File: src/hw/rtl/ssdu_pkg.sv
// Shared types, constants and the step index table of the saturating state decay update core.
// Used by every module under hw/rtl; depends on nothing else.
package ssdu_pkg;

   // Grid size defaults.
   localparam int ROWS_DEF = 128;
   localparam int COLS_DEF = 16;

   // Field widths and arithmetic constants.
   localparam int STATE_W   = 8;
   localparam int GAIN_W    = 7;
   localparam int ENERGY_W  = 18;
   localparam int MOD_W     = 5;
   localparam int ROW_MOD   = 30;
   localparam int COL_MOD   = 10;
   localparam int STATE_MAX = 127;
   localparam int GRP_LANES = 8;
   localparam int GRP_W     = 10;

   // Register reset values.
   localparam logic [GAIN_W-1:0] DECAY_RESET = 7'd70;
   localparam logic [GAIN_W-1:0] INPUT_RESET = 7'd20;

   // Register index, taken from the word address.
   typedef enum logic {
      REG_DECAY_BASE = 1'b0,
      REG_INPUT_BASE = 1'b1
   } reg_idx_type;

   // Sequencer states.
   typedef enum logic [1:0] {
      ST_IDLE,
      ST_RUN,
      ST_DRAIN,
      ST_FINISH
   } seq_state_type;

   // Controls from the sequencer to the datapath.
   typedef struct packed {
      logic busy;
      logic accept;
      logic rd_en;
      logic wr_en;
      logic acc_en;
      logic finish;
      logic primed;
   } seq_ctrl_type;

   // trunc(50 * sin(0.1 * k)) for k = 0..128.
   localparam logic signed [7:0] SINE_MAG [129] = '{
        8'sd0,   8'sd4,   8'sd9,   8'sd14,  8'sd19,  8'sd23,  8'sd28,  8'sd32,  8'sd35,  8'sd39,
       8'sd42,  8'sd44,  8'sd46,  8'sd48,  8'sd49,  8'sd49,  8'sd49,  8'sd49,  8'sd48,  8'sd47,
       8'sd45,  8'sd43,  8'sd40,  8'sd37,  8'sd33,  8'sd29,  8'sd25,  8'sd21,  8'sd16,  8'sd11,
        8'sd7,   8'sd2,  -8'sd2,  -8'sd7, -8'sd12, -8'sd17, -8'sd22, -8'sd26, -8'sd30, -8'sd34,
      -8'sd37, -8'sd40, -8'sd43, -8'sd45, -8'sd47, -8'sd48, -8'sd49, -8'sd49, -8'sd49, -8'sd49,
      -8'sd47, -8'sd46, -8'sd44, -8'sd41, -8'sd38, -8'sd35, -8'sd31, -8'sd27, -8'sd23, -8'sd18,
      -8'sd13,  -8'sd9,  -8'sd4,   8'sd0,   8'sd5,  8'sd10,  8'sd15,  8'sd20,  8'sd24,  8'sd28,
       8'sd32,  8'sd36,  8'sd39,  8'sd42,  8'sd44,  8'sd46,  8'sd48,  8'sd49,  8'sd49,  8'sd49,
       8'sd49,  8'sd48,  8'sd47,  8'sd45,  8'sd42,  8'sd39,  8'sd36,  8'sd33,  8'sd29,  8'sd25,
       8'sd20,  8'sd15,  8'sd11,   8'sd6,   8'sd1,  -8'sd3,  -8'sd8, -8'sd13, -8'sd18, -8'sd22,
      -8'sd27, -8'sd31, -8'sd34, -8'sd38, -8'sd41, -8'sd43, -8'sd46, -8'sd47, -8'sd49, -8'sd49,
      -8'sd49, -8'sd49, -8'sd48, -8'sd47, -8'sd45, -8'sd43, -8'sd41, -8'sd38, -8'sd34, -8'sd30,
      -8'sd26, -8'sd22, -8'sd17, -8'sd13,  -8'sd8,  -8'sd3,   8'sd1,   8'sd6,  8'sd11
   };

   // Step index: 128 plus the odd-symmetric sine offset, kept to 8 bits.
   function automatic logic [7:0] step_lookup(input logic signed [7:0] x);
      logic [7:0] mag_idx;
      logic [7:0] off;
      mag_idx = x[7] ? 8'(-x) : 8'(x);
      off     = 8'(SINE_MAG[mag_idx]);
      return x[7] ? 8'(8'd128 - off) : 8'(8'd128 + off);
   endfunction

endpackage

File: src/hw/rtl/ssdu_row_unit.sv
// Shared row update unit: decays and drives one row of states per cycle and
// sums their magnitudes through a two-level registered tree; uses ssdu_pkg.
module ssdu_row_unit import ssdu_pkg::*; #(
   parameter int COLS = COLS_DEF,
   localparam int SUM_W = $clog2(COLS * STATE_MAX + 1),
   localparam int NGRP  = (COLS + GRP_LANES - 1) / GRP_LANES
) (
   input  logic                       clock,
   input  logic [COLS*STATE_W-1:0]    h_row,
   input  logic                       primed,
   input  logic [GAIN_W-1:0]          decay_base,
   input  logic [GAIN_W-1:0]          input_base,
   input  logic signed [7:0]          sample,
   input  logic [MOD_W-1:0]           upd_mod,
   output logic [COLS*STATE_W-1:0]    new_row,
   output logic [SUM_W-1:0]           row_sum
);

   localparam logic signed [10:0] V_MAX = 11'(STATE_MAX);
   localparam logic signed [10:0] V_MIN = -11'(STATE_MAX);

   logic [7:0]                dgain;
   wire  [COLS*STATE_W-1:0]   new_row_in;
   logic [COLS*STATE_W-1:0]   new_row_ff;
   logic [GRP_W-1:0]          grp_sum_in [NGRP];
   logic [GRP_W-1:0]          grp_sum_ff [NGRP];
   logic [SUM_W-1:0]          row_sum_in;
   logic [SUM_W-1:0]          row_sum_ff;

   // Decay gain of the current row.
   assign dgain = {1'b0, decay_base} + {3'b000, upd_mod};

   // One lane per column: two floored products, add, clamp.
   for (genvar c = 0; c < COLS; c++) begin : g_lane
      localparam logic [3:0] CMOD = 4'(c % COL_MOD);
      logic signed [7:0]  h;
      logic [7:0]         igain;
      logic signed [16:0] pd;
      logic signed [16:0] pi;
      logic signed [9:0]  td;
      logic signed [9:0]  ti;
      logic signed [10:0] v;

      assign h     = primed ? $signed(h_row[c*STATE_W +: STATE_W]) : 8'sd0;
      assign igain = {1'b0, input_base} + {4'b0000, CMOD};
      assign pd    = $signed({1'b0, dgain}) * h;
      assign pi    = $signed({1'b0, igain}) * sample;
      assign td    = pd[16:7];
      assign ti    = pi[16:7];
      assign v     = {td[9], td} + {ti[9], ti};
      assign new_row_in[c*STATE_W +: STATE_W] =
         (v > V_MAX) ? 8'(V_MAX) : ((v < V_MIN) ? 8'(V_MIN) : v[7:0]);
   end

   // Sum magnitudes in groups of eight lanes.
   always_comb begin
      int idx;
      logic [7:0] lane_v;
      logic [6:0] mag;
      idx    = 0;
      lane_v = '0;
      mag    = '0;
      for (int g = 0; g < NGRP; g++) begin
         grp_sum_in[g] = '0;
         for (int k = 0; k < GRP_LANES; k++) begin
            idx = g * GRP_LANES + k;
            if (idx < COLS) begin
               lane_v        = new_row_ff[idx*STATE_W +: STATE_W];
               mag           = lane_v[7] ? 7'(-lane_v) : lane_v[6:0];
               grp_sum_in[g] = grp_sum_in[g] + {3'b000, mag};
            end
         end
      end
   end

   // Add the group sums.
   always_comb begin
      row_sum_in = '0;
      for (int g = 0; g < NGRP; g++) begin
         row_sum_in = row_sum_in + SUM_W'(grp_sum_ff[g]);
      end
   end

   always_ff @(posedge clock) begin
      new_row_ff <= new_row_in;
      grp_sum_ff <= grp_sum_in;
      row_sum_ff <= row_sum_in;
   end

   assign new_row = new_row_ff;
   assign row_sum = row_sum_ff;

endmodule

File: config.mk
export PLATFORM = sky130hd
export DESIGN_NAME = ssdu_row_unit
export DESIGN_NICKNAME = d
export VERILOG_FILES = /design/src/hw/rtl/ssdu_pkg.sv /design/src/hw/rtl/ssdu_row_unit.sv
export SDC_FILE = /design/constraint.sdc
export NUM_CORES = 2
export LEC_CHECK = 0
export BUFFER_PORTS_ARGS = -buffer_cell sky130_fd_sc_hd__clkbuf_2
export CAP_MARGIN = 20
export CORE_AREA = 2 2 373 375
export CTS_CLUSTER_SIZE = 25
export DETAILED_ROUTE_END_ITERATION = 10
export DIE_AREA = 0 0 375 377
export HOLD_SLACK_MARGIN = 0.03
export PLACE_DENSITY = 0.75
export SKIP_LAST_GASP = 1
export SYNTH_ARGS = -nofsm -noshare
export SYNTH_HDL_FRONTEND = slang
export SYNTH_SLANG_ARGS = --single-unit
File: constraint.sdc
create_clock -name clock -period 23.2 [get_ports clock]
set_input_delay 2.32 -clock clock [delete_from_list [all_inputs] [get_ports clock]]
set_output_delay 2.32 -clock clock [all_outputs]
set_load 0.01 [all_outputs]
### After elaboration in Yosys (flattened, before gate mapping)

Cells that the tools add are included.

* register bits after elaboration: 159
* output and inout bits: 139
* bits of input ports: 157

* multiplexer cells: 48
* order comparisons: 32
* reduce and logical (&&, ||, !) cells: 16
* multipliers: 26
* $add $sub $neg: 57

Operator list (count)
* multiplier 9 x 8 -> 17 bit: 25
* 2-to-1 mux 8 bit: 32
* > comparator 11 x 8 -> 1 bit (second input constant): 16
* less-than comparator 11 x 8 -> 1 bit (second input constant): 16
* adder 10 x 10 -> 11 bit: 15
* 2-to-1 mux 7 bit: 16
* negation 7 bit: 16
* adder 10 x 7 -> 10 bit: 8
* adder 7 x 3 -> 8 bit (second input constant): 4
* OR reduction 2 bit: 16
* adder 10 x 9 -> 11 bit: 2
* adder 9 x 7 -> 10 bit: 2
* adder 8 x 7 -> 9 bit: 2
* adder 7 x 2 -> 8 bit (second input constant): 2
* adder 7 x 4 -> 8 bit (second input constant): 2
* adder 7 x 7 -> 8 bit: 2
* multiplier 8 x 8 -> 16 bit: 1
* adder 7 x 1 -> 8 bit (second input constant): 1
* adder 7 x 5 -> 8 bit: 1

### Longest topological paths before layout

* depth after elaboration: 9
* mapped depth: 35
* gate-level depth less buffers: 33

### Worst setup path after synthesis

No wires, ideal clock.

* path type: input to register
* start: input port decay_base[0]
* end: register new_row_ff[120], in the netlist new_row[120]
* cell stages on the path: 32
* path slack: 13.239 ns
* required time: 23.086 ns
* arrival time: 9.847 ns
* path through: ha_1 inv_1 fa_1 nor2b_1 o21ai_1 a21oi_1 o21ai_1 xnor2_1 clkbuf_1 nand3_1 fa_1 fa_1 inv_1 fa_1 inv_1 fa_1 inv_1 ha_1 nor3_1 or3b_2 a31oi_1 o211ai_1 a21oi_1 xnor2_1 ha_1 or2_2 nand3_1 o21ai_0 nor3b_2 o21ai_1 or4_1 a21o_1

* word-level cells in the longest chain between the ends: 5

RTL lines
* start, declared: line ssdu_row_unit.sv:11 `input logic [GAIN_W-1:0] decay_base,`
* adder 7 x 5 -> 8 bit (*): line ssdu_row_unit.sv:31 `assign dgain = {1'b0, decay_base} + {3'b000, upd_mod};`
* multiplier 9 x 8 -> 17 bit (*): line ssdu_row_unit.sv:46 `assign pd = $signed({1'b0, dgain}) * h;`
* adder 10 x 10 -> 11 bit (*): line ssdu_row_unit.sv:50 `assign v = {td[9], td} + {ti[9], ti};`
* > comparator 11 x 8 -> 1 bit or less-than comparator 11 x 8 -> 1 bit (tied branches): line ssdu_row_unit.sv:52 `(v > V_MAX) ? 8'(V_MAX) : ((v < V_MIN) ? 8'(V_MIN) : v[7:0]);`
* OR reduction 2 bit (no line)
* end signal, assigned: line ssdu_row_unit.sv:85 `new_row_ff <= new_row_in;`
* end, declared: line ssdu_row_unit.sv:24 `logic [COLS*STATE_W-1:0] new_row_ff;`

Every way passes the cells marked *; elsewhere a longest branch is shown, timed or not.
A chain may end at the register's enable or synchronous reset.

### Final worst setup path

* start: input port decay_base[1]
* end: register new_row_ff[108], in the netlist new_row[108]

* word-level cells in the longest chain between the ends: 5

RTL lines (line)
* adder 7 x 5 -> 8 bit (*): ssdu_row_unit.sv:31
* multiplier 9 x 8 -> 17 bit (*): ssdu_row_unit.sv:46
* adder 10 x 10 -> 11 bit (*): ssdu_row_unit.sv:50
* less-than comparator 11 x 8 -> 1 bit: ssdu_row_unit.sv:52
* 2-to-1 mux 8 bit: ssdu_row_unit.sv:52

Marked as above.

==> results.sh <==
export IMPL_critPathKind="input port to register"
export IMPL_reg2reg_depth=18
export IMPL_clock_path_buffers=2
export IMPL_slew_viol_final=0
export IMPL_wl_um=214000
export IMPL_dp_hpwl_um=179000
export IMPL_hold_viol_final=0
export IMPL_start_util_pct=49.9
export IMPL_status="complete, no violations"
export IMPL_dieWidth_um=375
export IMPL_synth_async_reset_ratio_pct=0
export IMPL_syn_area_sq_um=68300
export IMPL_gp_congestion=0.967
export IMPL_fmaxAchievable_mhz=86.8
export IMPL_synth_fp_nets=10500
export IMPL_cp_required_ns=23.60
export IMPL_rsz0062_at_grt="no"
export IMPL_worst_clock_skew_ns=0.0208
export IMPL_maxSlewHeadroom_pct=16.7
export IMPL_antenna_found_initial=27
export IMPL_crit_family="compound AO/OA/AOI/OAI gates"
export IMPL_min_period_ns=11.52
export IMPL_setup_slack_ns=11.68
export IMPL_postCtsSetupBuffers=0
export IMPL_gr_usage_all_layers_pct=30.7
export IMPL_synth_edf_count=0
export IMPL_cp_arrival_ns=11.92
export IMPL_syn_avg_cell_area_sq_um=8.42
export IMPL_drtIter0Drc=4022
export IMPL_crit_top_cell="fa_1"
export IMPL_row_count=136
export IMPL_fp_coreArea_sq_um=137000
export IMPL_cp_slowest_stage_delay_ns=0.73
export IMPL_num_vias=58200
export IMPL_first_global_vias=61100
export IMPL_grt_overflow=0
export IMPL_post_route_period_util_pct=49.7
export IMPL_setup_tns_ns=0
export IMPL_tightestPinTransition_ns=1.24
export IMPL_ctsRootBufferMaster="clkbuf_16"
export IMPL_route_detailed_drc=0
export IMPL_path_buf_inv=4
export IMPL_dp_slack_ns=11.30
export IMPL_area_growth_syn_to_layout_pct=6.06
export IMPL_finalSetupViolCount=0
export IMPL_yosys_area_top_type="fa_1"
export IMPL_ys_flop_type="dfxtp_1"
export IMPL_antenna_left=0
export IMPL_routedWlPerCell_um=21.2
export IMPL_cts_tree="built"
export IMPL_hold_buffers=0
export IMPL_dieArea_sq_um=141000
export IMPL_dp_cells=10000
export IMPL_final_nets=10700
export IMPL_worstReg2RegStart="new_row[80]$_SDFF_PP1_"
export IMPL_cp_end_kind="register"
export IMPL_grt_max_degree=117
export IMPL_min_path_type="register to register"
export IMPL_cts_resized=0
export IMPL_slowest_stage="xor2_4"
export IMPL_dr_pass1_iters=6
export IMPL_io_buffer_count=295
export IMPL_synthDistinctLibCells=96
export IMPL_clock_sinks=159
export IMPL_synth_warnings=0
export IMPL_worst_path_max_fanout=48
export IMPL_reg2reg_slack_ns=17.79
export IMPL_die_height_um=377
export IMPL_synth_seq_cells=159
export IMPL_io_pin_count=296
export IMPL_worstHoldStart="grp_sum_ff[10]$_DFF_P_"
export IMPL_grt_pass1_wl_um=335000
export IMPL_min_path_cells=1
export IMPL_maxCapViolCount=0
export IMPL_seq_area_frac_synth_pct=4.66
export IMPL_hold_end="row_sum[0]$_DFF_P_"
export IMPL_synth_top_area_share_pct=29.3
export IMPL_synth_area_leaders="fa_1 29%, ha_1 23%, inv_1 7.4%"
export IMPL_worstSetupStartpointType="input port"
export IMPL_htree_levels=4
export IMPL_path_clk_slew_ns=0.07
export IMPL_viasPerCell=5.77
export IMPL_synthCells=8121
export IMPL_drive_gt1_share_pct=6.48
export IMPL_clk_latency_ns=0.54
export IMPL_rr_endpoint="grp_sum_ff[8]$_DFF_P_"
export IMPL_final_cell_count_no_fill=10100
export IMPL_cts_buffers=17
-- sequential cells by signal, indices dropped and copies added, names as in the netlist --
register,count
new_row,128
grp_sum_ff,20
row_sum,11
-- worst register-to-register path: stages (launching register included) --
cell      delay, ns
dfxtp_1        0.81
inv_1          0.10
ha_1           0.26
nor2b_1        0.14
xnor2_1        0.46
fa_1           0.61
fa_1           0.54
fa_1           0.51
inv_1          0.05
fa_1           0.49
ha_1           0.17
inv_1          0.06
fa_1           0.45
inv_1          0.07
a21o_1         0.10
a21oi_1        0.09
o21bai_1       0.15
a21oi_1        0.10
xnor2_1        0.13
-- worst max path at each step --
| stage | from | slack [ns] | cells after the start | endpoint |
|---|---|---|---|---|
| after detailed placement | decay_base[1] | 11.30 | 30 | new_row[106]$_SDFF_PN1_ |
| after CTS | decay_base[1] | 11.84 | 30 | new_row[106]$_SDFF_PN1_ |
| final | decay_base[1] | 11.68 | 30 | new_row[108]$_SDFF_PN1_ |
| after global routing | decay_base[1] | 11.24 | 29 | new_row[108]$_SDFF_PN1_ |
| after floorplan | decay_base[0] | 13.24 | 32 | new_row[120]$_SDFF_PP1_ |
| after global placement | decay_base[1] | 11.41 | 30 | new_row[108]$_SDFF_PN1_ |
-- final cells by class --
| type | count | area (sq um) |
|---|---|---|
| clock buffer | 19 | 453 |
| fill | 12500 | 64500 |
| timing repair buffer | 355 | 1970 |
| antenna | 12 | 30.0 |
| multi-input combinational | 6387 | 59400 |
| inverter | 1352 | 5070 |
| tap | 1794 | 2240 |
| clock inverter | 13 | 168 |
| sequential | 159 | 3180 |
-- synth_stat cells (43+ instances only) --
master	number
a21oi_1	248
nand3_1	244
clkbuf_1	196
o21a_1	113
ha_1	1241
o21bai_1	43
a21o_1	77
xnor2_1	253
nand2_1	412
a211oi_1	69
or3_1	49
o31ai_1	49
and2_1	205
fa_1	1000
or2_2	95
o21ai_0	228
nor3_1	116
nand2b_1	79
nor2_1	990
dfxtp_1	159
nor2b_1	177
xor2_1	200
and3_1	80
inv_1	1347
-- routing by layer --
metal  vias up  global-route usage [%]  share of wire [%]
li1      26800                       -                  -
met5         -                       0              0.091
met1     28400                    34.7                 37
met4        30                    20.5                7.7
met2      2328                    51.3                 46
met3       641                    7.83                8.8
-- layout by cell type, fill, tap and decap left out, types with 10 or more instances in the layout --
master and n:
clkbuf_2 294, or3_1 49, xnor2_1 248, o21a_1 113
and3_1 80, nand3_1 244, o21bai_1 43, a211o_1 16
a2111oi_0 20, a31oi_1 25, nand4_1 35, inv_1 1347
clkbuf_16 17, xor2_1 197, diode_2 12, o31ai_1 49
nand2b_1 78, a21oi_1 248, dfxtp_1 159, ha_1 1240
fa_1 999, o21ai_0 228, nand2_1 412, o22ai_1 17
and2_1 205, nor2_1 989, a22oi_1 10, a211oi_1 69
nor3b_1 15, or2_2 95, nor2b_1 177, o211ai_1 24
o31a_1 11, nor4_1 16, nor3_1 116, mux2i_1 14
buf_4 54, o211a_1 10, o21ai_1 40, a21o_1 77
-- per-stage QoR --
step | area, sq um | utilization [%] | hold WS, ns
global route | 72500 | 52.9 | 0.483
detailed placement | 71800 | 52.4 | 0.439
finish | 72500 | 52.9 | 0.459
floorplan | 68300 | - | 0.420
CTS | 72400 | 52.9 | 0.463
global placement | 71800 | 52.4 | 0.436
-- logic make-up (layout without fill, tap and decap cells) --
family	Yosys count	in the layout	synth area share, %
AOI/OAI and AO/OA	1116	1116	10.8
xor gates and xnor gates	453	453	5.81
adders and majority gates	2241	2241	52.0
buffers and inverters	1575	1739	8.67
DFF	159	159	4.66
muxes	15	15	0.222
other	0	12	0
and+or+nand+nor	2562	2562	17.9
Power is left out: the tool's default activity adds up to more than one toggle a clock period on the data nets, which glitch-free logic cannot reach.
