`config.mk`:
```
export PLATFORM = sky130hd
export DESIGN_NAME = ssdu_seq
export DESIGN_NICKNAME = d
export VERILOG_FILES = /design/src/hw/rtl/ssdu_pkg.sv /design/src/hw/rtl/ssdu_seq.sv
export SDC_FILE = /design/constraint.sdc
export NUM_CORES = 1
export LEC_CHECK = 0
export ABC_AREA = 1
export BUFFER_PORTS_ARGS = -buffer_cell sky130_fd_sc_hd__buf_4
export CELL_PAD_IN_SITES_DETAIL_PLACEMENT = 0
export CELL_PAD_IN_SITES_GLOBAL_PLACEMENT = 2
export CORE_AREA = 3 3 90 71
export CTS_CLUSTER_DIAMETER = 40
export CTS_CLUSTER_SIZE = 16
export DETAILED_ROUTE_END_ITERATION = 12
export DIE_AREA = 0 0 93 74
export GPL_ROUTABILITY_DRIVEN = 0
export PLACE_DENSITY_LB_ADDON = 0.1
export SLEW_MARGIN = 20
export SYNTH_ARGS = -nofsm -noshare
export SYNTH_HDL_FRONTEND = slang
export SYNTH_SLANG_ARGS = --single-unit
```
`constraint.sdc`:
```
create_clock -name clock -period 2.3 [get_ports clock]
set_input_delay 0.23 -clock clock [delete_from_list [all_inputs] [get_ports clock]]
set_output_delay 0.23 -clock clock [all_outputs]
set_load 0.02 [all_outputs]
```
`src/hw/rtl/ssdu_pkg.sv`:
```
// Shared types, constants and the step index table of the saturating state decay update core.
// Used by every module under hw/rtl; depends on nothing else.
package ssdu_pkg;

   // Grid size defaults.
   localparam int ROWS_DEF = 128;
   localparam int COLS_DEF = 16;

   // Field widths and arithmetic constants.
   localparam int STATE_W   = 8;
   localparam int GAIN_W    = 7;
   localparam int ENERGY_W  = 18;
   localparam int MOD_W     = 5;
   localparam int ROW_MOD   = 30;
   localparam int COL_MOD   = 10;
   localparam int STATE_MAX = 127;
   localparam int GRP_LANES = 8;
   localparam int GRP_W     = 10;

   // Register reset values.
   localparam logic [GAIN_W-1:0] DECAY_RESET = 7'd70;
   localparam logic [GAIN_W-1:0] INPUT_RESET = 7'd20;

   // Register index, taken from the word address.
   typedef enum logic {
      REG_DECAY_BASE = 1'b0,
      REG_INPUT_BASE = 1'b1
   } reg_idx_type;

   // Sequencer states.
   typedef enum logic [1:0] {
      ST_IDLE,
      ST_RUN,
      ST_DRAIN,
      ST_FINISH
   } seq_state_type;

   // Controls from the sequencer to the datapath.
   typedef struct packed {
      logic busy;
      logic accept;
      logic rd_en;
      logic wr_en;
      logic acc_en;
      logic finish;
      logic primed;
   } seq_ctrl_type;

   // trunc(50 * sin(0.1 * k)) for k = 0..128.
   localparam logic signed [7:0] SINE_MAG [129] = '{
        8'sd0,   8'sd4,   8'sd9,   8'sd14,  8'sd19,  8'sd23,  8'sd28,  8'sd32,  8'sd35,  8'sd39,
       8'sd42,  8'sd44,  8'sd46,  8'sd48,  8'sd49,  8'sd49,  8'sd49,  8'sd49,  8'sd48,  8'sd47,
       8'sd45,  8'sd43,  8'sd40,  8'sd37,  8'sd33,  8'sd29,  8'sd25,  8'sd21,  8'sd16,  8'sd11,
        8'sd7,   8'sd2,  -8'sd2,  -8'sd7, -8'sd12, -8'sd17, -8'sd22, -8'sd26, -8'sd30, -8'sd34,
      -8'sd37, -8'sd40, -8'sd43, -8'sd45, -8'sd47, -8'sd48, -8'sd49, -8'sd49, -8'sd49, -8'sd49,
      -8'sd47, -8'sd46, -8'sd44, -8'sd41, -8'sd38, -8'sd35, -8'sd31, -8'sd27, -8'sd23, -8'sd18,
      -8'sd13,  -8'sd9,  -8'sd4,   8'sd0,   8'sd5,  8'sd10,  8'sd15,  8'sd20,  8'sd24,  8'sd28,
       8'sd32,  8'sd36,  8'sd39,  8'sd42,  8'sd44,  8'sd46,  8'sd48,  8'sd49,  8'sd49,  8'sd49,
       8'sd49,  8'sd48,  8'sd47,  8'sd45,  8'sd42,  8'sd39,  8'sd36,  8'sd33,  8'sd29,  8'sd25,
       8'sd20,  8'sd15,  8'sd11,   8'sd6,   8'sd1,  -8'sd3,  -8'sd8, -8'sd13, -8'sd18, -8'sd22,
      -8'sd27, -8'sd31, -8'sd34, -8'sd38, -8'sd41, -8'sd43, -8'sd46, -8'sd47, -8'sd49, -8'sd49,
      -8'sd49, -8'sd49, -8'sd48, -8'sd47, -8'sd45, -8'sd43, -8'sd41, -8'sd38, -8'sd34, -8'sd30,
      -8'sd26, -8'sd22, -8'sd17, -8'sd13,  -8'sd8,  -8'sd3,   8'sd1,   8'sd6,  8'sd11
   };

   // Step index: 128 plus the odd-symmetric sine offset, kept to 8 bits.
   function automatic logic [7:0] step_lookup(input logic signed [7:0] x);
      logic [7:0] mag_idx;
      logic [7:0] off;
      mag_idx = x[7] ? 8'(-x) : 8'(x);
      off     = 8'(SINE_MAG[mag_idx]);
      return x[7] ? 8'(8'd128 - off) : 8'(8'd128 + off);
   endfunction

endpackage

```
`src/hw/rtl/ssdu_seq.sv`:
```
// Sequencer: walks the rows, tracks the update pipeline and hands the
// finished beat to the output register; uses ssdu_pkg.
module ssdu_seq import ssdu_pkg::*; #(
   parameter int ROWS = ROWS_DEF,
   localparam int ROW_W = (ROWS > 1) ? $clog2(ROWS) : 1
) (
   input  logic               clock,
   input  logic               reset,
   input  logic               req_valid,
   input  logic               out_free,
   output seq_ctrl_type       ctrl,
   output logic [ROW_W-1:0]   rd_row,
   output logic [MOD_W-1:0]   upd_mod,
   output logic [ROW_W-1:0]   wr_row
);

   localparam logic [ROW_W-1:0] ROW_LAST = ROW_W'(ROWS - 1);
   localparam logic [MOD_W-1:0] MOD_LAST = MOD_W'(ROW_MOD - 1);

   seq_state_type      state_ff, state_in;
   logic [ROW_W-1:0]   rd_row_ff, rd_row_in;
   logic [MOD_W-1:0]   rd_mod_ff, rd_mod_in;
   logic               primed_ff, primed_in;
   logic               s1_valid_ff, s2_valid_ff, s3_valid_ff, s4_valid_ff;
   logic [ROW_W-1:0]   s1_row_ff, s2_row_ff;
   logic [MOD_W-1:0]   s1_mod_ff;

   // Next state and controls.
   always_comb begin
      state_in  = state_ff;
      rd_row_in = rd_row_ff;
      rd_mod_in = rd_mod_ff;
      primed_in = primed_ff;
      ctrl      = '0;
      unique case (state_ff)
         ST_IDLE: begin
            if (req_valid) begin
               ctrl.accept = 1'b1;
               rd_row_in   = '0;
               rd_mod_in   = '0;
               state_in    = ST_RUN;
            end
         end
         ST_RUN: begin
            ctrl.rd_en = 1'b1;
            if (rd_row_ff == ROW_LAST) begin
               state_in = ST_DRAIN;
            end else begin
               rd_row_in = rd_row_ff + ROW_W'(1);
               rd_mod_in = (rd_mod_ff == MOD_LAST) ? '0 : rd_mod_ff + MOD_W'(1);
            end
         end
         ST_DRAIN: begin
            if (!(s1_valid_ff || s2_valid_ff || s3_valid_ff || s4_valid_ff)) begin
               state_in = ST_FINISH;
            end
         end
         ST_FINISH: begin
            if (out_free) begin
               ctrl.finish = 1'b1;
               primed_in   = 1'b1;
               state_in    = ST_IDLE;
            end
         end
         default: state_in = ST_IDLE;
      endcase
      ctrl.busy   = (state_ff != ST_IDLE);
      ctrl.wr_en  = s2_valid_ff;
      ctrl.acc_en = s4_valid_ff;
      ctrl.primed = primed_ff;
   end

   // Hold state, counters and pipeline valids.
   always_ff @(posedge clock) begin
      if (reset) begin
         state_ff    <= ST_IDLE;
         primed_ff   <= 1'b0;
         s1_valid_ff <= 1'b0;
         s2_valid_ff <= 1'b0;
         s3_valid_ff <= 1'b0;
         s4_valid_ff <= 1'b0;
      end else begin
         state_ff    <= state_in;
         primed_ff   <= primed_in;
         s1_valid_ff <= ctrl.rd_en;
         s2_valid_ff <= s1_valid_ff;
         s3_valid_ff <= s2_valid_ff;
         s4_valid_ff <= s3_valid_ff;
      end
   end

   // Carry row tags down the pipeline.
   always_ff @(posedge clock) begin
      rd_row_ff <= rd_row_in;
      rd_mod_ff <= rd_mod_in;
      s1_row_ff <= rd_row_ff;
      s1_mod_ff <= rd_mod_ff;
      s2_row_ff <= s1_row_ff;
   end

   assign rd_row  = rd_row_ff;
   assign upd_mod = s1_mod_ff;
   assign wr_row  = s2_row_ff;

endmodule

```
### Yosys cells after proc, flatten, opt, wreduce, memory -nomap -nowiden

Index checks and enable logic that the tools add are counted.

| storage, ports and cells | value |
|---|---|
| bits in registers | 38 |
| latch bits | 0 |
| RAM bits | 0 |
| bits in read-only memories | 0 |
| logic and storage cells | 49 |
| memories | 0 |

| operators by class | value |
|---|---|
| add/sub/neg operators | 2 |
| multipliers | 0 |
| divide/modulo/power cells | 0 |
| $lt $le $gt $ge | 0 |
| equality and inequality tests | 10 |
| shifts and indexed selects | 0 |
| multiplexer cells | 17 |
| bitwise gates (word level) | 0 |
| reductions and logical operators | 9 |

Operators by type and width:

| operator | number |
|---|---|
| $mux W5 | 3 |
| $mux W7 | 2 |
| $pmux W7 S2 | 1 |
| $ne A2 B2 Y1 const B | 5 |
| $pmux W5 S2 | 1 |
| $mux W2 | 4 |
| $pmux W2 S4 | 1 |
| $add A7 B1 Y7 const B | 1 |
| $eq A7 B7 Y1 const B | 1 |
| $add A5 B1 Y5 const B | 1 |
| $eq A5 B5 Y1 const B | 1 |
| $mux W1 | 5 |
| $eq A2 B2 Y1 const B | 2 |
| $reduce_and A4 Y1 | 1 |
| $reduce_bool A2 Y1 | 2 |
| $logic_or A1 B1 Y1 | 3 |
| $reduce_and A3 Y1 | 1 |
| $eq A2 B1 Y1 const B | 1 |
| $logic_not A2 Y1 | 1 |
| $reduce_and A2 Y1 | 1 |

### Longest topological paths before layout

Gate-level depths: netlist of run 1.

| depth | value |
|---|---|
| depth in word-level cells | 5 |
| depth in mapped cells | 9 |

### Least setup slack after synthesis of run 1

Ideal clock, no wire load.

| timing | value |
|---|---|
| kind | reg-to-reg |
| start | reg rd_row_ff[0] (netlist: rd_row[0]) |
| end | reg rd_mod_ff[0] (enable) |
| library setup time | 0.385 ns |
| arrival | 1.763 ns |
| slack | 0.152 ns |
| cell stages (with the launch flop) | 7 |
| cells stage by stage | edfxtp_1 ha_1 nand3_2 nor2_2 nor2_2 a21oi_1 a21oi_1 |

| on the way | value |
|---|---|
| cells in the longest elaborated chain, start to end | 3 |

RTL lines:

| element | RTL line | RTL |
|---|---|---|
| from (decl) | ssdu_seq.sv:21 | `logic [ROW_W-1:0] rd_row_ff, rd_row_in;` |
| from (signal assigned) | ssdu_seq.sv:94 | `rd_row_ff <= rd_row_in;` |
| $eq A7 B7 Y1 | ssdu_seq.sv:46 | `if (rd_row_ff == ROW_LAST) begin` |
| $ne A2 B2 Y1 (no line) | n/a |  |
| $reduce_and A3 Y1 (no line) | n/a |  |
| to (signal assigned) | ssdu_seq.sv:95 | `rd_mod_ff <= rd_mod_in;` |
| to (decl) | ssdu_seq.sv:22 | `logic [MOD_W-1:0] rd_mod_ff, rd_mod_in;` |

No other way between the ends.
A chain may end at the register's enable or synchronous reset.

### Worst setup path in the final report of run 1

| timing | value |
|---|---|
| start | reg state_ff[1] |
| end | reg rd_row_ff[3] (netlist: rd_row[3]) (enable) |

| on the way | value |
|---|---|
| cells in the longest elaborated chain, start to end | 3 |
| elaborated cells on any way between the ends | 6 |

RTL lines:

| element | RTL line | RTL |
|---|---|---|
| from (decl) | ssdu_seq.sv:20 | `seq_state_type state_ff, state_in;` |
| from (signal assigned) | ssdu_seq.sv:83 | `state_ff <= state_in;` |
| $eq A2 B1 Y1 / $logic_not A2 Y1 (equally long branches) | ssdu_seq.sv:35 | `unique case (state_ff)` |
| $ne A2 B2 Y1 (no line) / $reduce_bool A2 Y1 (equally long branches) | n/a |  |
| $reduce_and A3 Y1 (no line) (*) | n/a |  |

Mark *: on every way between the ends. The rest lies on a longest branch, timed or not.

==> results of run 1 <==
-- power groups by stage --
stage | clock (mW) | combinational, mW | sequential, mW
final | 0.632 | 1.20 | 1.28
after global routing | 0.690 | 1.33 | 1.34
after detailed placement | 0 | 1.22 | 1.30
after floorplan | 0 | 0.522 | 1.46
after CTS | 0.650 | 1.23 | 1.29
after global placement | 0 | 1.24 | 1.29
-- worst register-to-register path, stage by stage (launching register included) --
cell and delay (ns):
dfxtp_1 0.35, inv_1 0.10, ha_1 0.30, inv_2 0.13
nor2_2 0.20, a21oi_1 0.06, a21oi_1 0.19, buf_4 0.20
-- layout make-up --
cell class | count | area (um^2)
timing repair buffer | 31 | 233
clock inverter | 2 | 38.8
fill | 632 | 3820
clock buffer | 6 | 93.8
multi-input combinational | 70 | 397
sequential | 38 | 881
tap | 78 | 97.6
inverter | 22 | 82.6
-- kinds of logic (layout without fill, tap and decap cells) --
logic type,count (synthesis),after routing,synth area share
AO/OA/AOI/OAI,11,11,0.0453
XOR/XNOR,4,4,0.0253
buffers and inverters,25,61,0.0760
AND/OR/NAND/NOR,48,48,0.153
flip-flops,38,38,0.637
adder cells (fa/ha/maj),7,7,0.0633
-- final timing paths --
check	from	to	cells after the start
min	reset	s2_valid_ff	2
min reg2reg	s1_row_ff[6]	wr_row[6]	0
max reg2reg	state_ff[1]	rd_row[3]	7
max	state_ff[1]	rd_row[3]	7
-- cells in the mapped netlist --
cell type	count	share of area
a21oi_1	6	0.022
a31oi_1	1	0.0045
buf_4	3	0.016
dfxtp_1	26	0.38
edfxtp_1	12	0.26
ha_1	7	0.063
inv_1	21	0.057
inv_2	1	0.0027
nand2_1	16	0.043
nand3_1	5	0.018
nand3_2	2	0.014
nor2_1	22	0.060
nor2_2	2	0.0090
nor2_4	1	0.0081
o21a_1	1	0.0054
o21ai_0	2	0.0072
o21ai_2	1	0.0063
xnor2_1	4	0.025
-- metal layers --
metal / up-vias / share of wire
met5: - / 0
met4: 0 / 0.015
met3: 5 / 0.068
met2: 24 / 0.39
met1: 411 / 0.52
li1: 478 / -
-- metrics by stage --
step,setup slack (ns),hold slack [ns],instances,cell area (um^2)
finish,0.478,0.154,247,1820
global route,0.278,0.153,247,1820
CTS,0.462,0.141,247,1820
detailed placement,0.481,0.312,239,1690
global placement,0.579,0.312,239,1690
floorplan,0.152,0.301,133,1380
-- placed cells by master, fill, tap and decap left out --
master / netlist / layout
buf_4: 3 / 31
dfxtp_1: 26 / 26
nor2_1: 22 / 22
inv_1: 21 / 21
nand2_1: 16 / 16
edfxtp_1: 12 / 12
ha_1: 7 / 7
a21oi_1: 6 / 6
nand3_1: 5 / 5
clkbuf_8: 0 / 5
xnor2_1: 4 / 4
nand3_2: 2 / 2
nor2_2: 2 / 2
o21ai_0: 2 / 2
inv_2: 1 / 1
o21ai_2: 1 / 1
a31oi_1: 1 / 1
nor2_4: 1 / 1
o21a_1: 1 / 1
clkinv_4: 0 / 1
clkbuf_16: 0 / 1
bufinv_16: 0 / 1
-- registers in the layout (all words and copies together), names as in the netlist, 2 cells and up --
name and flops:
rd_mod_ff 5, rd_row 7, s1_row_ff 7, state_ff 2, upd_mod 5, wr_row 7
==> impl_metrics.tcl, run 1 <==
set metrics [dict create \
    outcome "completed" \
    path_clk_slew_ns 0.08 \
    slew_headroom 0.827 \
    drt-initial-drc-count 27 \
    path_cells "inv_1 > ha_1 > inv_2 > nor2_2 > a21oi_1 > a21oi_1 > buf_4" \
    p_clk_frac 0.203 \
    finalSetupViolCount 0 \
    drv_slew 0 \
    finClkSkew_ns 0.00725 \
    grt-busiest-layer "met1" \
    synth_nets 144 \
    die_area_um2 6880 \
    clk-insertion-delay-late_ns 0.29 \
    synth_area_um2 1380 \
    cts_resized 0 \
    wl_um 2650 \
    layout-drive-gt1-share 0.272 \
    final.setup.tns_ns 0 \
    grt_overflow 0 \
    p_sw_mw 1.16 \
    min_period_ns 1.82 \
    die_x_um 93 \
    crit_slowest_cell "dfxtp_1" \
    start_util 0.245 \
    firstDrtPassIters 4 \
    peakVddDrop_mv 0.630 \
    p_int_mw 1.96 \
    nets 179 \
    grt_pass1_vias 891 \
    seq_area_frac_synth 0.637 \
    post_cts_buffers 0 \
    numCtsBuffers 5 \
    fp.coreArea_um2 5650 \
    power_frac_comb 0.386 \
    use_met1 0.123 \
    switching_share 0.372 \
    critical_path_required_ns 2.30 \
    syn-instance-count 133 \
    criticalPathCategory "flip-flop to flip-flop" \
    cts.sinks 38 \
    syn_avg_cell_area_um2 10.4 \
    grt_pass1_wl_um 4450 \
    die_h_um 74 \
    wl_per_cell_um 10.7 \
    vias 918 \
    cap_violations 0 \
    pwr-share-seq 0.411 \
    critPathBufInv 3 \
    synth_cell_type_count 18 \
    ys_warn_count 0 \
    ctsHoldBuffers 0 \
    drcViolationCount 0 \
    dpl.hpwl_um 1970 \
    arrival_ns 1.82 \
    fmax_mhz 549 \
    crit_path_max_incr_delay_ns 0.35 \
    grt_setup_unrepaired "false" \
    reg2reg_slack_ns 0.48 \
    ant_nets 0 \
    h-tree-depth 2 \
    post-route-period-util 0.792 \
    final_util 0.323 \
    clockBufferDepth 2 \
    hold_class "primary input to flip-flop" \
    area_delta_synth_final_pct 31.9 \
    startpoint_type "flip-flop" \
    cts_tree "yes" \
    critPathTopFamily "buffers and inverters" \
    cts_root_buf "clkbuf_8" \
    port_buffers 29 \
    global_route.usage.met3 0.0344 \
    viasPerCell 3.72 \
    worst_pin_slew_ns 0.260 \
    cellLeakagePower_nw 0.839 \
    cp_common_cell "a21oi_1" \
    io_pins 30 \
    diodes 0 \
    pwr_density_cell_nw_per_um2 1710 \
    ys_seq_elements 38 \
    power.total_mw 3.11 \
    crit_fanout 7 \
    rows 24 \
    grt_util_met2 0.113 \
    final_hold_viol_count 0 \
    track_usage 0.0869 \
    antenna_found_initial 0 \
    grt_max_degree 14 \
    end_kind "flip-flop" \
]
(Power assumes the default switching activity.)
==> inputs of run 2 (changes only) <==
==> constraint.sdc (replaced) <==
create_clock -name clock -period 1.47 [get_ports clock]
set_input_delay 0.147 -clock clock [delete_from_list [all_inputs] [get_ports clock]]
set_output_delay 0.147 -clock clock [all_outputs]
set_load 0.02 [all_outputs]
==> run 2 against run 1 <==
Sequential power grew 51%. Largest cell class unchanged. Core utilization grew 1.9 points. Non-clock buffer count grew 12. Power grew 62%. Count of clock-buffer cells in the layout is the same. First-iteration DRC count grew 11%. Routed wire length shrank 1.7%. Setup slack lost 0.45 ns. Design area grew 5.9%.
==> impl_metrics.tcl, run 2 (synthesis gave the netlist of run 1 again) <==
set metrics [dict create \
    p_int_mw 3.14 \
    drt-initial-drc-count 30 \
    pwr_density_cell_nw_per_um2 2610 \
    critPathLaunch "rd_row[1]" \
    diodes 0 \
    path_depth 7 \
    grt_overflow 0 \
    die_x_um 93 \
    min_period_ns 1.44 \
    cts_root_buf "clkbuf_8" \
    fmax_mhz 693 \
    grt_setup_unrepaired "true" \
    drv_slew 0 \
    p_clk_frac 0.150 \
    power_frac_comb 0.468 \
    arrival_ns 1.45 \
    area_delta_synth_final_pct 39.6 \
    clockBufferDepth 2 \
    crit_slowest_cell "edfxtp_1" \
    p_sw_mw 1.90 \
    firstDrtPassIters 3 \
    fp.coreArea_um2 5650 \
    nFillCells 591 \
    r2r-end "rd_row[3]" \
    criticalPathCategory "flip-flop to flip-flop" \
    final_util 0.342 \
    grt_pass1_wl_um 4370 \
    ant_nets 0 \
    reg2reg_slack_ns 0.03 \
    port_buffers 29 \
    path_cells "ha_2 > nand3_2 > nor2_2 > nor2_4 > a21oi_2 > a21oi_4 > buf_12" \
    dpl.hpwl_um 1940 \
    viasPerCell 3.67 \
    cap_violations 0 \
    startpoint_type "flip-flop" \
    post-route-period-util 0.982 \
    critical_path_required_ns 1.48 \
    pwr-share-seq 0.382 \
    numCtsBuffers 5 \
    hold_class "primary input to flip-flop" \
    wl_um 2600 \
    start_util 0.245 \
    vias 951 \
    io_pins 30 \
    clk-insertion-delay-late_ns 0.29 \
    worst_pin_slew_ns 0.205 \
    die_area_um2 6880 \
    nets 191 \
    placed_cells 250 \
    track_usage 0.0854 \
    register_area_um2 886 \
    critPathCapture "rd_row[3]" \
    final_cell_mix "buf_4 (42), dfxtp_1 (24), nor2_1 (22)" \
    switching_share 0.377 \
    crit_fanout 12 \
    h-tree-depth 2 \
    wl_per_cell_um 10.0 \
    reg2regPathDepth 7 \
    grt_pass1_vias 908 \
    die_h_um 74 \
    path_clk_slew_ns 0.08 \
    slew_headroom 0.863 \
    critPathBufInv 1 \
    finalNonFillerCells 259 \
    finalSetupViolCount 0 \
    ctsHoldBuffers 0 \
    cts_tree "yes" \
    worstHoldStart "reset" \
    cts.sinks 38 \
    end_kind "flip-flop" \
    finClkSkew_ns 0.00287 \
    peakVddDrop_mv 0.596 \
    layout-drive-gt1-share 0.370 \
    antenna_found_initial 0 \
    mostFrequentLayoutCell "buf_4" \
    grt_max_degree 13 \
    drcViolationCount 0 \
    multi_input_area_um2 434 \
    critPathTopFamily "flip-flops" \
    outcome "completed" \
    crit_path_max_incr_delay_ns 0.40 \
    cellLeakagePower_nw 0.883 \
    rows 24 \
    final_hold_viol_count 0 \
    r2r_start "rd_row[1]" \
]
[run 2: cell types whose count changed in the layout (fill, tap and decap cells not counted), moves of 2 or more]
cell / change
buf_4: +11
ha_1: -3
a21oi_1: -2
dfxtp_1: -2
ha_2: +2
inv_1: -2
inv_2: +2
[run 2: metal layers]
layer,global-route usage,up-vias,wire [um]
met5,0,-,0
met4,0.0293,0,32
li1,-,509,-
met2,0.114,22,1030
met3,0.0475,6,185
met1,0.116,414,1350
[run 2: power by group through the flow]
stage	clock network (mW)	registers [mW]	logic (mW)
after floorplan	0	2.29	0.883
after global placement	0	1.94	2.33
after detailed placement	0	1.95	2.33
after CTS	0.789	1.92	2.34
after global routing	0.853	1.99	2.60
final	0.754	1.93	2.36
[run 2: what timing repair did]
item / in CTS / in global routing
gates resized for setup: 2 / 6
setup endpoints to repair: 14 / 15
endpoints found under the hold margin: 0 / 0
setup buffers: 0 / 1
pin swaps: 0 / 1
[run 2: worst reg2reg max path, stage by stage, from the launching register on]
cell and delay [ns]:
edfxtp_1 0.40, ha_2 0.22, nand3_2 0.07, nor2_2 0.05
nor2_4 0.09, a21oi_2 0.05, a21oi_4 0.13, buf_12 0.15
[run 2: metrics by stage]
step                      total power, mW  worst slack, ns  area, um^2  TNS [ns]  hold slack [ns]
after floorplan                      3.17           -0.257        1400     -3.08            0.218
after global placement               4.27           0.0103        1810         0            0.311
after detailed placement             4.27          -0.0366        1810    -0.434            0.314
after CTS                            5.05          -0.0492        1900    -0.552           0.0479
after global routing                 5.44          -0.0371        1930    -0.373           0.0532
final                                5.05           0.0260        1930         0           0.0594
[run 2: cell type report]
| type | count | share of cell area |
|---|---|---|
| Timing Repair Buffer | 43 | 0.174 |
| Clock inverter | 2 | 0.00648 |
| Clock buffer | 6 | 0.0428 |
| Inverter | 22 | 0.0428 |
| Sequential cell | 38 | 0.459 |
| Multi-Input combinational cell | 70 | 0.225 |
| Tap cell | 78 | 0.0506 |
[run 2: how the worst min path moves through the flow]
stage	end	slack, ns	depth (start not counted)
after floorplan	s2_valid_ff	0.22	1
after global placement	wr_row[4]	0.31	0
after detailed placement	wr_row[2]	0.31	0
after CTS	s3_valid_ff	0.05	2
after global routing	s3_valid_ff	0.05	2
final	s3_valid_ff	0.06	2
==> inputs of run 3 (changes only) <==
--- a/config.mk
+++ b/config.mk
@@ -5,15 +5,14 @@
 export SDC_FILE = /design/constraint.sdc
 export NUM_CORES = 1
 export LEC_CHECK = 0
-export ABC_AREA = 1
 export BUFFER_PORTS_ARGS = -buffer_cell sky130_fd_sc_hd__buf_4
 export CELL_PAD_IN_SITES_DETAIL_PLACEMENT = 0
 export CELL_PAD_IN_SITES_GLOBAL_PLACEMENT = 2
-export CORE_AREA = 3 3 90 71
+export CORE_AREA = 3 3 89 70
 export CTS_CLUSTER_DIAMETER = 40
 export CTS_CLUSTER_SIZE = 16
 export DETAILED_ROUTE_END_ITERATION = 12
-export DIE_AREA = 0 0 93 74
+export DIE_AREA = 0 0 92 73
 export GPL_ROUTABILITY_DRIVEN = 0
 export PLACE_DENSITY_LB_ADDON = 0.1
 export SLEW_MARGIN = 20
==> run 3 against run 2 <==
The run now ends with setup timing left. Clock power decreased by 4.1%. Register-to-register slack got worse by 0.03 ns. Routed wire length increased by 1.7%. Synthesized area decreased by 2.6%. Hold slack improved by 0.044 ns. Power decreased by 8.2%. Core utilization increased by 2.4 points. Synthesized cell count decreased by 20%. Clock skew increased by 0.00070 ns. Sequential share of layout area decreased by 0.80 points. Via count decreased by 9.1%. Design area increased by 1.5%. Critical endpoint is now rd_mod_ff[2]. Largest cell class unchanged. Highest routed layer unchanged.
==> impl_metrics.tcl, run 3 <==
set metrics [dict create \
    outcome "complete, but fails checks" \
    violations "setup timing" \
    ys_seq_elements 38 \
    clockBufferDepth 2 \
    h-tree-depth 2 \
    nets 168 \
    critical_path_required_ns 1.47 \
    grt_overflow 0 \
    cts_root_buf "clkbuf_8" \
    finalSetupViolCount 10 \
    syn-instance-count 106 \
    worstHoldStart "reset" \
    seq_area_frac_synth 0.654 \
    wl_per_cell_um 11.4 \
    worstHoldEndpoint "primed_ff" \
    numCtsBuffers 5 \
    grt_pass1_vias 908 \
    die_x_um 92 \
    criticalPathCategory "flip-flop to flip-flop" \
    viasPerCell 3.71 \
    diodes 0 \
    cap_violations 0 \
    r2r-end "rd_mod_ff[2]" \
    register_area_um2 883 \
    layout-drive-gt1-share 0.449 \
    startpoint_type "flip-flop" \
    yosysMostFrequentCell "dfxtp_1" \
    ys.flop_type "dfxtp_1" \
    synth_nets 117 \
    finClkSkew_ns 0.00357 \
    vias 864 \
    crit_slowest_cell "dfxtp_2" \
    wl_um 2650 \
    async_flop_share 0 \
    die_area_um2 6720 \
    arrival_ns 1.48 \
    synth_top_area_share 0.387 \
    reg2regPathDepth 5 \
    hold_class "primary input to flip-flop" \
    fp.coreArea_um2 5350 \
    rows 23 \
    min_period_ns 1.48 \
    drv_slew 0 \
    firstDrtPassIters 3 \
    antenna_found_initial 0 \
    crit_path_max_incr_delay_ns 0.34 \
    clk-insertion-delay-late_ns 0.28 \
    reg2reg_slack_ns -0.008 \
    track_usage 0.0838 \
    area_delta_synth_final_pct 45.5 \
    synth_cell_type_count 26 \
    path_cells "inv_2 > buf_4 > ha_4 > a311oi_4 > buf_6" \
    cts.sinks 38 \
    cellLeakagePower_nw 0.823 \
    nFillCells 554 \
    syn_avg_cell_area_um2 12.7 \
    cts_tree "yes" \
    ant_nets 0 \
    pwr_density_cell_nw_per_um2 2360 \
    ys_top_cells_by_count "dfxtp_1 (26), edfxtp_1 (12), nor2_1 (10)" \
    grt_max_degree 12 \
    port_buffers 29 \
    fmax_mhz 676 \
    die_h_um 73 \
    final_area_um2 1960 \
    post-route-period-util 1.01 \
    final_cell_mix "buf_4 (46), dfxtp_1 (24), edfxtp_1 (12)" \
    path_clk_slew_ns 0.07 \
    final.setup.tns_ns -0.0521 \
    synth_area_leaders "dfxtp_1 (39%), edfxtp_1 (27%), ha_1 (6.5%), and2_1 (3.3%), nor2_1 (2.8%)" \
    start_util 0.252 \
    r2r_start "state_ff[1]" \
    whs_path_depth 2 \
    worst_pin_slew_ns 0.276 \
    final_hold_viol_count 0 \
    io_pins 30 \
    dpl.hpwl_um 1950 \
    crit_fanout 6 \
    dp_slack_ns -0.0687 \
    drt-initial-drc-count 18 \
    mostFrequentLayoutCell "buf_4" \
    yosysTopAreaCell "dfxtp_1" \
    grt_pass1_wl_um 4360 \
    multi_input_area_um2 508 \
    drcViolationCount 0 \
    synth_area_um2 1350 \
    slew_headroom 0.814 \
    synth_edf_count 12 \
    end_kind "flip-flop" \
    grt_setup_unrepaired "true" \
    ys_warn_count 0 \
    place_area_um2 1800 \
    peakVddDrop_mv 0.884 \
    setup_ws_ns -0.00849 \
]
==> run 3: changes by cell type after synthesis, sizes merged, moves of 3 or more <==
cell	before	now
nor2b	0	6
nor2	25	10
nand2	16	2
a21oi	6	1
nand2b	0	4
xor2	0	3
inv	22	4
and2	0	7
==> run 3: power breakdown <==
part,internal [mW],switching [mW],total (mW)
Clock,0.378,0.345,0.723
Combinational,0.992,1.05,2.04
Sequential,1.63,0.240,1.87
Total,3.00,1.63,4.63
==> run 3: cells by family after synthesis <==
logic type / Yosys count / share of synthesized area
and+or+nand+nor: 38 / 0.151
DFF: 38 / 0.654
xor gates and xnor gates: 7 / 0.0455
muxes: 1 / 0.00744
AOI/OAI and AO/OA: 7 / 0.0455
adders and majority gates: 7 / 0.0651
buffers and inverters: 8 / 0.0307
==> run 3: critical path: cells and delay by family, from the launching register on <==
| family | cells | cell delay (ns) |
|---|---|---|
| adder cells (fa/ha/maj) | 1 | 0.17 |
| flip-flops | 1 | 0.34 |
| AO/OA/AOI/OAI | 1 | 0.33 |
| buffers and inverters | 3 | 0.36 |
==> run 3: metrics by stage <==
stage | util | instances | total power [mW] | hold WS [ns]
finish | 0.366 | 233 | 4.63 | 0.103
floorplan | - | 106 | 2.86 | 0.219
CTS | 0.355 | 231 | 4.60 | 0.0937
global route | 0.366 | 233 | 4.96 | 0.106
global placement | 0.336 | 223 | 3.82 | 0.311
detailed placement | 0.336 | 223 | 3.82 | 0.314
==> run 3: how the worst max path moves through the flow <==
stage	start	endpoint	cells after the start	slack [ns]
CTS	rd_row[1]	state_ff[1]	5	-0.05
finish	state_ff[1]	rd_mod_ff[2]	5	-0.008
floorplan	rd_row[1]	rd_mod_ff[0]	4	-0.24
detailed placement	state_ff[0]	state_ff[1]	6	-0.07
global route	rd_row[0]	state_ff[0]	5	-0.08
global placement	state_ff[0]	state_ff[0]	6	-0.03
==> run 3: cell type report <==
type / instances / share of cell area
multi-input cells: 60 / 0.259
repair buffers: 48 / 0.188
well taps: 75 / 0.0479
flip-flops and latches: 38 / 0.451
clock inverters: 1 / 0.00255
inverters: 4 / 0.00766
clock buffers: 7 / 0.0441
==> run 3: metal layers <==
metal	global-route usage	up-vias	wire (um)
met5	0	-	0
met3	0.0371	2	160
li1	-	458	-
met2	0.125	16	1160
met4	0.0297	0	20
met1	0.109	388	1310
==> run 3: timing repair <==
item | CTS | global route
pin swaps | 0 | 6
resized for setup | 4 | 10
hold buffers | 0 | 0
setup buffers | 0 | 2
setup endpoints to repair | 15 | 16
endpoints found under the hold margin | 0 | 0
